### src/rtl/rrts_pkg.sv
// Shared types and constants of the round-robin task scheduler.
package rrts_pkg;

  typedef enum logic [2:0] {
    REQ_ADD      = 3'd0,
    REQ_REMOVE   = 3'd1,
    REQ_EXIT     = 3'd2,
    REQ_SETSTATE = 3'd3,
    REQ_SETPRIO  = 3'd4,
    REQ_QUERY    = 3'd5,
    REQ_TICK     = 3'd6,
    REQ_SWITCH   = 3'd7
  } req_t;

  typedef enum logic [1:0] {
    ST_DEAD   = 2'd0,
    ST_ACTIVE = 2'd1,
    ST_PAUSED = 2'd2,
    ST_OTHER  = 2'd3
  } slot_st_t;

  typedef enum logic [1:0] {
    STAT_OK       = 2'd0,
    STAT_NOTFOUND = 2'd1,
    STAT_FULL     = 2'd2,
    STAT_IMMORTAL = 2'd3
  } status_t;

  typedef enum logic [0:0] {
    CFG_IDLE_PID = 1'b0,
    CFG_DEF_PRIO = 1'b1
  } cfg_idx_t;

  typedef enum logic [3:0] {
    S_IDLE,
    S_LOOK_RD,
    S_LOOK_CHK,
    S_ADD,
    S_ACT,
    S_SW_RD,
    S_SW_CHK,
    S_IDLE_RD,
    S_IDLE_CHK,
    S_SW_FIN,
    S_SW_OUT,
    S_CUR_RD,
    S_DONE
  } fsm_t;

  localparam logic [7:0] STDOUT_CHANNEL = 8'd1;

  // One entry of the task table, apart from the slot state.
  typedef struct packed {
    logic [15:0] pid;
    logic [3:0]  prio;
    logic        immortal;
    logic [7:0]  in_ch;
    logic [7:0]  out_ch;
    logic [63:0] sp;
    logic [15:0] ss;
  } slot_t;

endpackage

### src/rtl/round_robin_task_scheduler_top.sv
// Top level of the round-robin task scheduler.
// The task table sits in one memory of TASK_SLOTS entries with a registered read;
// slot states sit in a flip-flop row so that reset kills every slot at once. One request is
// taken at a time, and the input stays closed from acceptance until the result has been taken.
// A pid lookup reads and then compares each slot it visits, for remove, set state, set
// priority and query. A switch writes back the caller's stack, walks the following slots
// one per cycle plus one final check, looks up the idle task by the same read and compare
// of each slot, and then finishes. The result waits in an output register.
module round_robin_task_scheduler_top #(
  parameter int TASK_SLOTS   = 16,
  parameter int PRIORITY_MAX = 15
) (
  input  logic         clk,
  input  logic         rst,
  input  logic         cfg_we,
  input  logic [0:0]   cfg_index,
  input  logic [15:0]  cfg_data,
  input  logic         s_tvalid,
  output logic         s_tready,
  // req_type, target_pid, new_state, priority_request, add_priority, add_immortal,
  // in_channel, out_channel, stack_pointer, stack_segment, zero pad
  input  logic [143:0] s_tdata,
  output logic         m_tvalid,
  input  logic         m_tready,
  // status, result_pid, task_state, next_sp, next_ss, keep_running, switch_needed,
  // finished, eof_signal, cur_in_channel, cur_out_channel
  output logic [119:0] m_tdata
);

  localparam int AW = (TASK_SLOTS > 1) ? $clog2(TASK_SLOTS) : 1;
  localparam int CW = $clog2(TASK_SLOTS + 1);
  localparam logic [CW-1:0] SLOTS_C = CW'(TASK_SLOTS);
  localparam logic [AW-1:0] LAST_C = AW'(TASK_SLOTS - 1);

  // Input fields.
  rrts_pkg::req_t req_type;
  logic [15:0] target_pid;
  logic [1:0]  req_state;
  logic signed [15:0] priority_request;
  logic [3:0]  add_priority;
  logic        add_immortal;
  logic [7:0]  in_channel, out_channel;
  logic [63:0] stack_pointer;
  logic [15:0] stack_segment;

  logic [143:0] inreg;
  assign req_type         = rrts_pkg::req_t'(inreg[2:0]);
  assign target_pid       = inreg[18:3];
  assign req_state        = inreg[20:19];
  assign priority_request = inreg[36:21];
  assign add_priority     = inreg[40:37];
  assign add_immortal     = inreg[41];
  assign in_channel       = inreg[49:42];
  assign out_channel      = inreg[57:50];
  assign stack_pointer    = inreg[121:58];
  assign stack_segment    = inreg[137:122];

  logic [15:0] idle_pid;
  logic [3:0]  base_prio;

  logic [1:0]  slot_state [TASK_SLOTS];
  rrts_pkg::slot_t mem [TASK_SLOTS];
  rrts_pkg::slot_t rd;
  logic        mem_we;
  logic [AW-1:0] mem_wa, mem_ra;
  rrts_pkg::slot_t mem_wd;

  logic [AW-1:0] current_slot;
  logic [CW-1:0] live_count;
  logic [15:0]   next_pid;
  logic [4:0]    slice_ticks;

  rrts_pkg::fsm_t state, state_next;
  logic [AW-1:0] idx, idx_next;
  logic [CW-1:0] steps, seen;
  logic          found;
  logic [AW-1:0] hit;
  logic          hit_ok;

  // Result fields.
  logic [1:0]  o_status;
  logic [15:0] o_pid;
  logic [1:0]  o_state;
  logic [63:0] o_sp;
  logic [15:0] o_ss;
  logic o_keep, o_swn, o_fin, o_eof;
  logic [7:0]  o_in, o_out;

  logic [AW-1:0] first_dead;
  logic          any_dead;

  always_comb begin
    first_dead = '0;
    any_dead = 1'b0;
    for (int i = TASK_SLOTS - 1; i >= 0; i--) begin
      if (slot_state[i] == rrts_pkg::ST_DEAD) begin
        first_dead = AW'(i);
        any_dead = 1'b1;
      end
    end
  end

  logic [AW-1:0] idx_inc;
  assign idx_inc = (idx == LAST_C) ? '0 : idx + 1'b1;

  logic [15:0] look_pid;
  assign look_pid = (req_type == rrts_pkg::REQ_SWITCH) ? idle_pid : target_pid;
  logic look_match;
  assign look_match = (slot_state[idx] != rrts_pkg::ST_DEAD) && (rd.pid == look_pid);

  assign s_tready = (state == rrts_pkg::S_IDLE) && !m_tvalid;

  // Memory: one write and one registered read port.
  always_ff @(posedge clk) begin
    if (mem_we) begin
      mem[mem_wa] <= mem_wd;
    end
    rd <= mem[mem_ra];
  end

  always_comb begin
    state_next = state;
    idx_next = idx;
    unique case (state)
      rrts_pkg::S_IDLE: begin
        if (s_tvalid && s_tready) begin
          unique case (rrts_pkg::req_t'(s_tdata[2:0]))
            rrts_pkg::REQ_ADD: state_next = rrts_pkg::S_ADD;
            rrts_pkg::REQ_REMOVE, rrts_pkg::REQ_SETSTATE, rrts_pkg::REQ_SETPRIO,
            rrts_pkg::REQ_QUERY: begin
              state_next = rrts_pkg::S_LOOK_RD;
              idx_next = '0;
            end
            rrts_pkg::REQ_EXIT, rrts_pkg::REQ_TICK: begin
              state_next = rrts_pkg::S_ACT;
              idx_next = current_slot;
            end
            rrts_pkg::REQ_SWITCH: begin
              state_next = rrts_pkg::S_SW_RD;
              idx_next = current_slot;
            end
            default: state_next = rrts_pkg::S_IDLE;
          endcase
        end
      end
      rrts_pkg::S_LOOK_RD: state_next = rrts_pkg::S_LOOK_CHK;
      rrts_pkg::S_LOOK_CHK: begin
        if (look_match || idx == LAST_C) begin
          state_next = rrts_pkg::S_ACT;
        end else begin
          idx_next = idx + 1'b1;
          state_next = rrts_pkg::S_LOOK_RD;
        end
      end
      rrts_pkg::S_ADD: state_next = rrts_pkg::S_CUR_RD;
      rrts_pkg::S_ACT: state_next = rrts_pkg::S_CUR_RD;
      rrts_pkg::S_SW_RD: begin
        state_next = rrts_pkg::S_SW_CHK;
        idx_next = current_slot;
      end
      rrts_pkg::S_SW_CHK: begin
        if (found || seen >= live_count || steps >= SLOTS_C) begin
          state_next = rrts_pkg::S_IDLE_RD;
          idx_next = '0;
        end else begin
          idx_next = idx_inc;
        end
      end
      rrts_pkg::S_IDLE_RD: state_next = rrts_pkg::S_IDLE_CHK;
      rrts_pkg::S_IDLE_CHK: begin
        if (look_match || idx == LAST_C) begin
          state_next = rrts_pkg::S_SW_FIN;
        end else begin
          idx_next = idx + 1'b1;
          state_next = rrts_pkg::S_IDLE_RD;
        end
      end
      rrts_pkg::S_SW_FIN: state_next = rrts_pkg::S_SW_OUT;
      rrts_pkg::S_SW_OUT: state_next = rrts_pkg::S_CUR_RD;
      rrts_pkg::S_CUR_RD: state_next = rrts_pkg::S_DONE;
      rrts_pkg::S_DONE: state_next = rrts_pkg::S_IDLE;
      default: state_next = rrts_pkg::S_IDLE;
    endcase
  end

  // Memory addressing and write data.
  always_comb begin
    mem_we = 1'b0;
    mem_wa = current_slot;
    mem_wd = rd;
    mem_ra = idx_next;
    unique case (state)
      rrts_pkg::S_ADD: begin
        mem_we = any_dead && (live_count < SLOTS_C);
        mem_wa = first_dead;
        mem_wd.pid = next_pid;
        mem_wd.prio = add_priority;
        mem_wd.immortal = add_immortal;
        mem_wd.in_ch = in_channel;
        mem_wd.out_ch = out_channel;
        mem_wd.sp = stack_pointer;
        mem_wd.ss = stack_segment;
      end
      rrts_pkg::S_ACT: begin
        mem_wa = idx;
        if (req_type == rrts_pkg::REQ_SETPRIO && hit_ok) begin
          mem_we = 1'b1;
          if (priority_request > 16'(PRIORITY_MAX)) begin
            mem_wd.prio = 4'(PRIORITY_MAX);
          end else if (priority_request < 16'sd1) begin
            mem_wd.prio = base_prio;
          end else begin
            mem_wd.prio = priority_request[3:0];
          end
        end
      end
      rrts_pkg::S_SW_RD: begin
        mem_we = 1'b1;
        mem_wa = current_slot;
        mem_wd.sp = stack_pointer;
        mem_wd.ss = stack_segment;
        mem_ra = current_slot;
      end
      rrts_pkg::S_SW_FIN: mem_ra = (!found && hit_ok) ? hit : current_slot;
      rrts_pkg::S_CUR_RD: mem_ra = current_slot;
      default: ;
    endcase
  end

  always_ff @(posedge clk) begin
    if (rst) begin
      state <= rrts_pkg::S_IDLE;
      idx <= '0;
      idle_pid <= '0;
      base_prio <= 4'd1;
      for (int i = 0; i < TASK_SLOTS; i++) slot_state[i] <= rrts_pkg::ST_DEAD;
      current_slot <= '0;
      live_count <= '0;
      next_pid <= '0;
      slice_ticks <= '0;
      m_tvalid <= 1'b0;
      found <= 1'b0;
      steps <= '0;
      seen <= '0;
      hit_ok <= 1'b0;
    end else begin
      state <= state_next;
      idx <= idx_next;
      if (cfg_we) begin
        if (cfg_index == rrts_pkg::CFG_IDLE_PID) idle_pid <= cfg_data;
        else base_prio <= cfg_data[3:0];
      end
      if (m_tvalid && m_tready) m_tvalid <= 1'b0;
      unique case (state)
        rrts_pkg::S_IDLE: begin
          if (s_tvalid && s_tready) begin
            o_status <= rrts_pkg::STAT_OK;
            o_pid <= '0; o_state <= '0; o_sp <= '0; o_ss <= '0;
            o_keep <= 1'b0; o_swn <= 1'b0; o_fin <= 1'b0; o_eof <= 1'b0;
            hit_ok <= 1'b0;
            found <= 1'b0;
            steps <= '0;
            seen <= '0;
          end
        end
        rrts_pkg::S_LOOK_CHK: begin
          if (look_match) begin
            hit_ok <= 1'b1;
          end
        end
        rrts_pkg::S_ADD: begin
          if (any_dead && live_count < SLOTS_C) begin
            slot_state[first_dead] <= rrts_pkg::ST_ACTIVE;
            live_count <= live_count + 1'b1;
            next_pid <= next_pid + 1'b1;
            o_pid <= next_pid;
          end else begin
            o_status <= rrts_pkg::STAT_FULL;
          end
        end
        rrts_pkg::S_ACT: begin
          unique case (req_type)
            rrts_pkg::REQ_REMOVE, rrts_pkg::REQ_EXIT: begin
              if (req_type == rrts_pkg::REQ_REMOVE && !hit_ok) begin
                o_status <= rrts_pkg::STAT_NOTFOUND;
              end else if (req_type == rrts_pkg::REQ_REMOVE && rd.immortal) begin
                o_status <= rrts_pkg::STAT_IMMORTAL;
              end else if (req_type == rrts_pkg::REQ_EXIT &&
                           slot_state[idx] == rrts_pkg::ST_DEAD) begin
                o_status <= rrts_pkg::STAT_NOTFOUND;
              end else begin
                slot_state[idx] <= rrts_pkg::ST_DEAD;
                if (live_count != '0) live_count <= live_count - 1'b1;
                o_pid <= rd.pid;
                o_fin <= 1'b1;
                if (idx == current_slot) begin
                  slice_ticks <= 5'(rd.prio) + 5'd1;
                  o_swn <= 1'b1;
                end
                if (req_type == rrts_pkg::REQ_EXIT) begin
                  o_eof <= (rd.out_ch != rrts_pkg::STDOUT_CHANNEL);
                end
              end
            end
            rrts_pkg::REQ_SETSTATE: begin
              if (hit_ok) slot_state[idx] <= req_state;
              else o_status <= rrts_pkg::STAT_NOTFOUND;
            end
            rrts_pkg::REQ_SETPRIO: begin
              if (!hit_ok) o_status <= rrts_pkg::STAT_NOTFOUND;
            end
            rrts_pkg::REQ_QUERY: begin
              if (hit_ok) o_state <= slot_state[idx];
              else o_status <= rrts_pkg::STAT_NOTFOUND;
            end
            rrts_pkg::REQ_TICK: begin
              if (slice_ticks + 5'd1 < 5'(rd.prio)) begin
                slice_ticks <= slice_ticks + 5'd1;
                o_keep <= 1'b1;
              end
            end
            default: ;
          endcase
        end
        rrts_pkg::S_SW_CHK: begin
          if (!(found || seen >= live_count || steps >= SLOTS_C)) begin
            current_slot <= idx_inc;
            steps <= steps + 1'b1;
            if (slot_state[idx_inc] != rrts_pkg::ST_DEAD) seen <= seen + 1'b1;
            if (slot_state[idx_inc] == rrts_pkg::ST_ACTIVE) found <= 1'b1;
          end
        end
        rrts_pkg::S_IDLE_CHK: begin
          if (look_match) begin
            hit_ok <= 1'b1;
            hit <= idx;
          end
        end
        rrts_pkg::S_SW_FIN: begin
          slice_ticks <= '0;
          if (!found) begin
            if (hit_ok) begin
              current_slot <= hit;
              slot_state[hit] <= rrts_pkg::ST_ACTIVE;
            end else begin
              o_status <= rrts_pkg::STAT_NOTFOUND;
            end
          end
        end
        rrts_pkg::S_SW_OUT: begin
          // Pause idle only after the selected slot's pid is known.
          if (found && rd.pid != idle_pid && hit_ok) begin
            slot_state[hit] <= rrts_pkg::ST_PAUSED;
          end
          o_pid <= rd.pid;
          o_sp <= rd.sp;
          o_ss <= rd.ss;
        end
        rrts_pkg::S_DONE: begin
          o_in <= rd.in_ch;
          o_out <= rd.out_ch;
          m_tvalid <= 1'b1;
        end
        default: ;
      endcase
    end
  end

  always_ff @(posedge clk) begin
    if (s_tvalid && s_tready) inreg <= s_tdata;
  end

  // The current slot's channels are latched as the result goes out.
  assign m_tdata = {o_out, o_in, o_eof, o_fin, o_swn, o_keep, o_ss, o_sp,
                    o_state, o_pid, o_status};

endmodule
### config.mk
export PLATFORM = sky130hd
export DESIGN_NAME = round_robin_task_scheduler_top
export DESIGN_NICKNAME = d
export VERILOG_FILES = /design/src/rtl/rrts_pkg.sv /design/src/rtl/round_robin_task_scheduler_top.sv
export SDC_FILE = /design/constraint.sdc
export NUM_CORES = 2
export LEC_CHECK = 0
export BUFFER_PORTS_ARGS = -buffer_cell sky130_fd_sc_hd__buf_2
export CAP_MARGIN = 0
export CELL_PAD_IN_SITES_DETAIL_PLACEMENT = 0
export CELL_PAD_IN_SITES_GLOBAL_PLACEMENT = 1
export CORE_MARGIN = 2
export CORE_UTILIZATION = 53
export CTS_CLUSTER_DIAMETER = 100
export DETAILED_ROUTE_END_ITERATION = 16
export MAX_ROUTING_LAYER = met4
export PLACE_DENSITY_LB_ADDON = 0.1
export SKIP_LAST_GASP = 1
export SYNTH_ARGS = -nofsm -noshare
export SYNTH_HDL_FRONTEND = slang
export SYNTH_SLANG_ARGS = --single-unit
export TNS_END_PERCENT = 30
### constraint.sdc
create_clock -name clk -period 13.41 [get_ports clk]
set_clock_uncertainty 0.2 [all_clocks]
set_input_delay 4.023 -clock clk [delete_from_list [all_inputs] [get_ports clk]]
set_output_delay 4.023 -clock clk [all_outputs]
set_load 0.01 [all_outputs]
==> impl_results.md <==
- Status: finished, final reports clean
- Synthesized instance count: 6290
- Internal power of the cells: between 0.015 and 0.02 W
- Chip width: ~420 µm
- Maxcap violations: 0
- Instance count after placement with tap cells included: around 8500
- Starting Density: 53.5%
- Clock period minus worst slack: about 8400 ps
- CTS Hold Buffers Added: 0
- Ratio of cells with drive above 1 in the final layout: 13.6%
- Via-per-instance ratio: 6.38
- DP Wirelength: about 120 mm
- Global-route wire length before repair: around 370 mm
- Register bit count reported by yosys: ~2400
- Clock latency of the later-clocked register in the worst-skew pair: about 870 ps
- Worst setup EP type: register
- Inserted Clock Buffers: 234
- Remaining antenna violation count after routing: 0
- Grt met3 use: roughly 3.5%
- FILL cells: 13100
- Post-route cell area: ~0.10 mm²
- Clock share of power: 24.1%
- First drt pass iteration count: 6
- Maximum vdd drop: 0.492 mV
- Vertical die dimension: 424 µm
- Final weighted congestion in routability-driven placement: about 0.88
- Count of cell types in the netlist: 88
- Pre-CTS setup slack: between 4000 and 5000 ps
- TritonCTS clock tree: yes
- Setup slack, reg-to-reg: about 6600 ps
- DRC violation total after the first TritonRoute iteration: 5948
- Synth top area cells: sky130_fd_sc_hd__edfxtp_1, sky130_fd_sc_hd__dfxtp_1, sky130_fd_sc_hd__a211oi_1
- Portion of the clock cycle consumed by the worst path in the final layout: a little over three fifths
- Cell depth of the worst flop-to-flop path: 8
- Type of the worst setup path: in -> reg
- Largest net degree at the start of global routing: between 200 and 250
- Area after DPL: approximately 0.097 mm²
- Summed instance area of the synthesized netlist: roughly 0.093 mm²
- Count of endpoints failing setup in the final report: 0
- Switch share: 39.0%
- Worst-Margin Slew: 1280 ps
- Number of buffers inserted by post-CTS setup repair: 0
- Primary FF master, synth: sky130_fd_sc_hd__edfxtp_1
- Most used cells in the layout excluding fill and tap cells: sky130_fd_sc_hd__edfxtp_1, sky130_fd_sc_hd__nand2_1, sky130_fd_sc_hd__and3_1
- Vias in the first global route: 54800
- Resized cells post-CTS: 0
- CP Launch Type: primary input
- Setup repair after global routing missed its margin: no
- WL/cell: 28.5 µm
- Cell Pwr Density: approximately 270 mW/mm²
- Number of buffers added on ports: roughly 280
- FFs w/ async S/R, synth: 0%
- Sinks on the clock net: approximately 2400
- Per-instance average area after synthesis: between 10 and 15 µm²
- Worst min path class: reg -> reg
- Placeable core region: ~0.17 mm²
- Number of synthesized flops with an enable pin: between 2000 and 2500
- Antenna violations before repair: 4
- Required time of the critical path: between 10000 and 15000 ps
- Aggregate routed wire length: 256 mm
- Max-slew violation count: 0
- GR met2 Demand/Resource: 45.3%
- Max_slew headroom: between 10 and 15%
- NetSw: around 0.011 W
- Pleak: 35.3 nW
- Total DRC errors in the routed layout: 0
- Post-layout total power: ~0.028 W
- Vias post-DR: approximately 57000
- Worst hold stages: 0
- Library cell with the largest summed area after synthesis: sky130_fd_sc_hd__edfxtp_1
- Sequential cell area fraction in the yosys report: 73.8%
- Area overhead of the layout relative to synthesis: 12.3%
- Final hold viol count: 0
- CP max FO: approximately 130
- Crit path setup slack, layout: around 5000 ps
- Count of non-filler cells in the finished layout: approximately 9000
- Count of warnings emitted by yosys: 0
- Met1 Track Usage GR: around two fifths
- Final TNS setup: 0 ps
- Hold Startpoint: rd[92]$_DFF_P_
- Arrival @ worst endpoint: 8970 ps
- Share of the synthesized area in the top cell type: between 60 and 70%
- Row cnt: about 150
- Gate power share: about two fifths
- Most common library cell in the layout ignoring fill and taps: sky130_fd_sc_hd__edfxtp_1
- Maximum level of the CTS H-tree: 4
- Residual overflow from global routing: 0
- Combined global-route utilization of all metal layers: between 20% and 30%
- Top-level I/O count: 288
- Global-route layer with the greatest usage: met2
- Floorplan die area: approximately 0.18 mm²
- Clock transition at the registers of the reported paths: ~60 ps
- CTS max path bufs: 3
- Root buffer cell: sky130_fd_sc_hd__clkbuf_16
- Sequential share of power: between 30% and 40%
- Fmax: about 120 MHz
- Number of nets produced by synthesis: between 6000 and 7000
- Critical Path Start: s_tvalid
- Crit Reg-Reg Startpoint: state[1]$_SDFFE_PP0P_
- Number of nets in the layout: 6613
[routing by layer]
layer,vias to the layer above,wire length (µm)
met3,384,16700
met2,2188,122000
met4,0,6370
li1,25200,-
met5,-,0
met1,29500,110000
[power by group through the flow]
stage / sequential (W) / combinational (W) / clock [W]
6_report: 0.0102 / 0.0109 / 0.00669
5_1_grt: 0.0102 / 0.0119 / 0.00706
4_1_cts: 0.0102 / 0.0109 / 0.00676
3_5_place_dp: 0.0103 / 0.0109 / 0
3_3_place_gp: 0.0103 / 0.0107 / 0
2_1_floorplan: 0.0102 / 0.00756 / 0
[metrics by stage]
stage	util (%)	hold WS, ps
6_report	60.0	233
5_1_grt	60.0	236
4_1_cts	60.0	232
3_5_place_dp	55.5	218
3_3_place_gp	55.5	222
2_1_floorplan	-	206
[synthesized netlist by cell type (10+ instances only)]
| library cell | instances |
|---|---|
| sky130_fd_sc_hd__a2111oi_0 | 118 |
| sky130_fd_sc_hd__a211oi_1 | 481 |
| sky130_fd_sc_hd__a21o_1 | 16 |
| sky130_fd_sc_hd__a21oi_1 | 76 |
| sky130_fd_sc_hd__a22o_1 | 20 |
| sky130_fd_sc_hd__a22oi_1 | 11 |
| sky130_fd_sc_hd__a311oi_1 | 351 |
| sky130_fd_sc_hd__and3_1 | 562 |
| sky130_fd_sc_hd__buf_1 | 23 |
| sky130_fd_sc_hd__buf_2 | 106 |
| sky130_fd_sc_hd__buf_6 | 19 |
| sky130_fd_sc_hd__clkbuf_1 | 339 |
| sky130_fd_sc_hd__dfxtp_1 | 188 |
| sky130_fd_sc_hd__edfxtp_1 | 2166 |
| sky130_fd_sc_hd__ha_1 | 17 |
| sky130_fd_sc_hd__inv_1 | 34 |
| sky130_fd_sc_hd__mux2_2 | 86 |
| sky130_fd_sc_hd__mux2i_1 | 137 |
| sky130_fd_sc_hd__mux4_2 | 11 |
| sky130_fd_sc_hd__nand2_1 | 895 |
| sky130_fd_sc_hd__nand2b_1 | 22 |
| sky130_fd_sc_hd__nand3_1 | 28 |
| sky130_fd_sc_hd__nand4_1 | 13 |
| sky130_fd_sc_hd__nor2_1 | 159 |
| sky130_fd_sc_hd__nor2b_1 | 16 |
| sky130_fd_sc_hd__nor3_1 | 19 |
| sky130_fd_sc_hd__nor4_1 | 10 |
| sky130_fd_sc_hd__o21ai_0 | 47 |
| sky130_fd_sc_hd__o22ai_1 | 11 |
| sky130_fd_sc_hd__or4_1 | 117 |
| sky130_fd_sc_hd__xnor2_1 | 28 |
| sky130_fd_sc_hd__xor2_1 | 30 |
[kinds of logic after synthesis]
| kind of cell | after synthesis | share of synthesized area [%] |
|---|---|---|
| AO/OA/AOI/OAI | 1206 | 10.1 |
| XOR/XNOR | 58 | 0.545 |
| adder cells (fa/ha/maj) | 18 | 0.249 |
| buffers and inverters | 528 | 2.44 |
| flip-flops | 2354 | 73.8 |
| multiplexers | 236 | 2.82 |
| AND/OR/NAND/NOR | 1890 | 10.1 |
[flip-flops by register name, indices dropped and copies added (netlist names), 5 cells and up]
name / flops
mem: 1872
steps: 5
inreg: 138
idle_pid: 16
next_pid: 16
slot_state: 32
o_sp: 64
rd: 117
o_pid: 16
o_out: 8
seen: 5
o_ss: 16
slice_ticks: 5
live_count: 5
o_in: 8
[worst max-delay path: stages]
cell and delay (ps):
sky130_fd_sc_hd__buf_2 80, sky130_fd_sc_hd__nor2b_1 320, sky130_fd_sc_hd__a211oi_1 170, sky130_fd_sc_hd__a2111o_1 460, sky130_fd_sc_hd__a211oi_1 340, sky130_fd_sc_hd__or4b_4 550, sky130_fd_sc_hd__o211ai_4 230, sky130_fd_sc_hd__nand2_8 520
sky130_fd_sc_hd__buf_4 580, sky130_fd_sc_hd__buf_4 420, sky130_fd_sc_hd__a211oi_1 370, sky130_fd_sc_hd__a311oi_1 90, sky130_fd_sc_hd__or4_1 570
[worst paths after layout]
path | endpoint
setup / recovery | rd[67]$_DFF_P_
hold / removal | o_in[4]$_DFFE_PP_
setup reg to reg | mem[15][62]$_DFFE_PP_
hold reg to reg | o_in[4]$_DFFE_PP_
[cell type report]
type	instances	area (µm²)	share of cell area [%]
diodes	3	7.51	0.00717
clock buffers	340	6730	6.43
clock inverters	106	1240	1.18
inverters	35	139	0.133
multi-input cells	3408	22500	21.4
flip-flops and latches	2354	68800	65.7
well taps	2325	2910	2.78
repair buffers	396	2420	2.31
(Power assumes the default switching activity.)
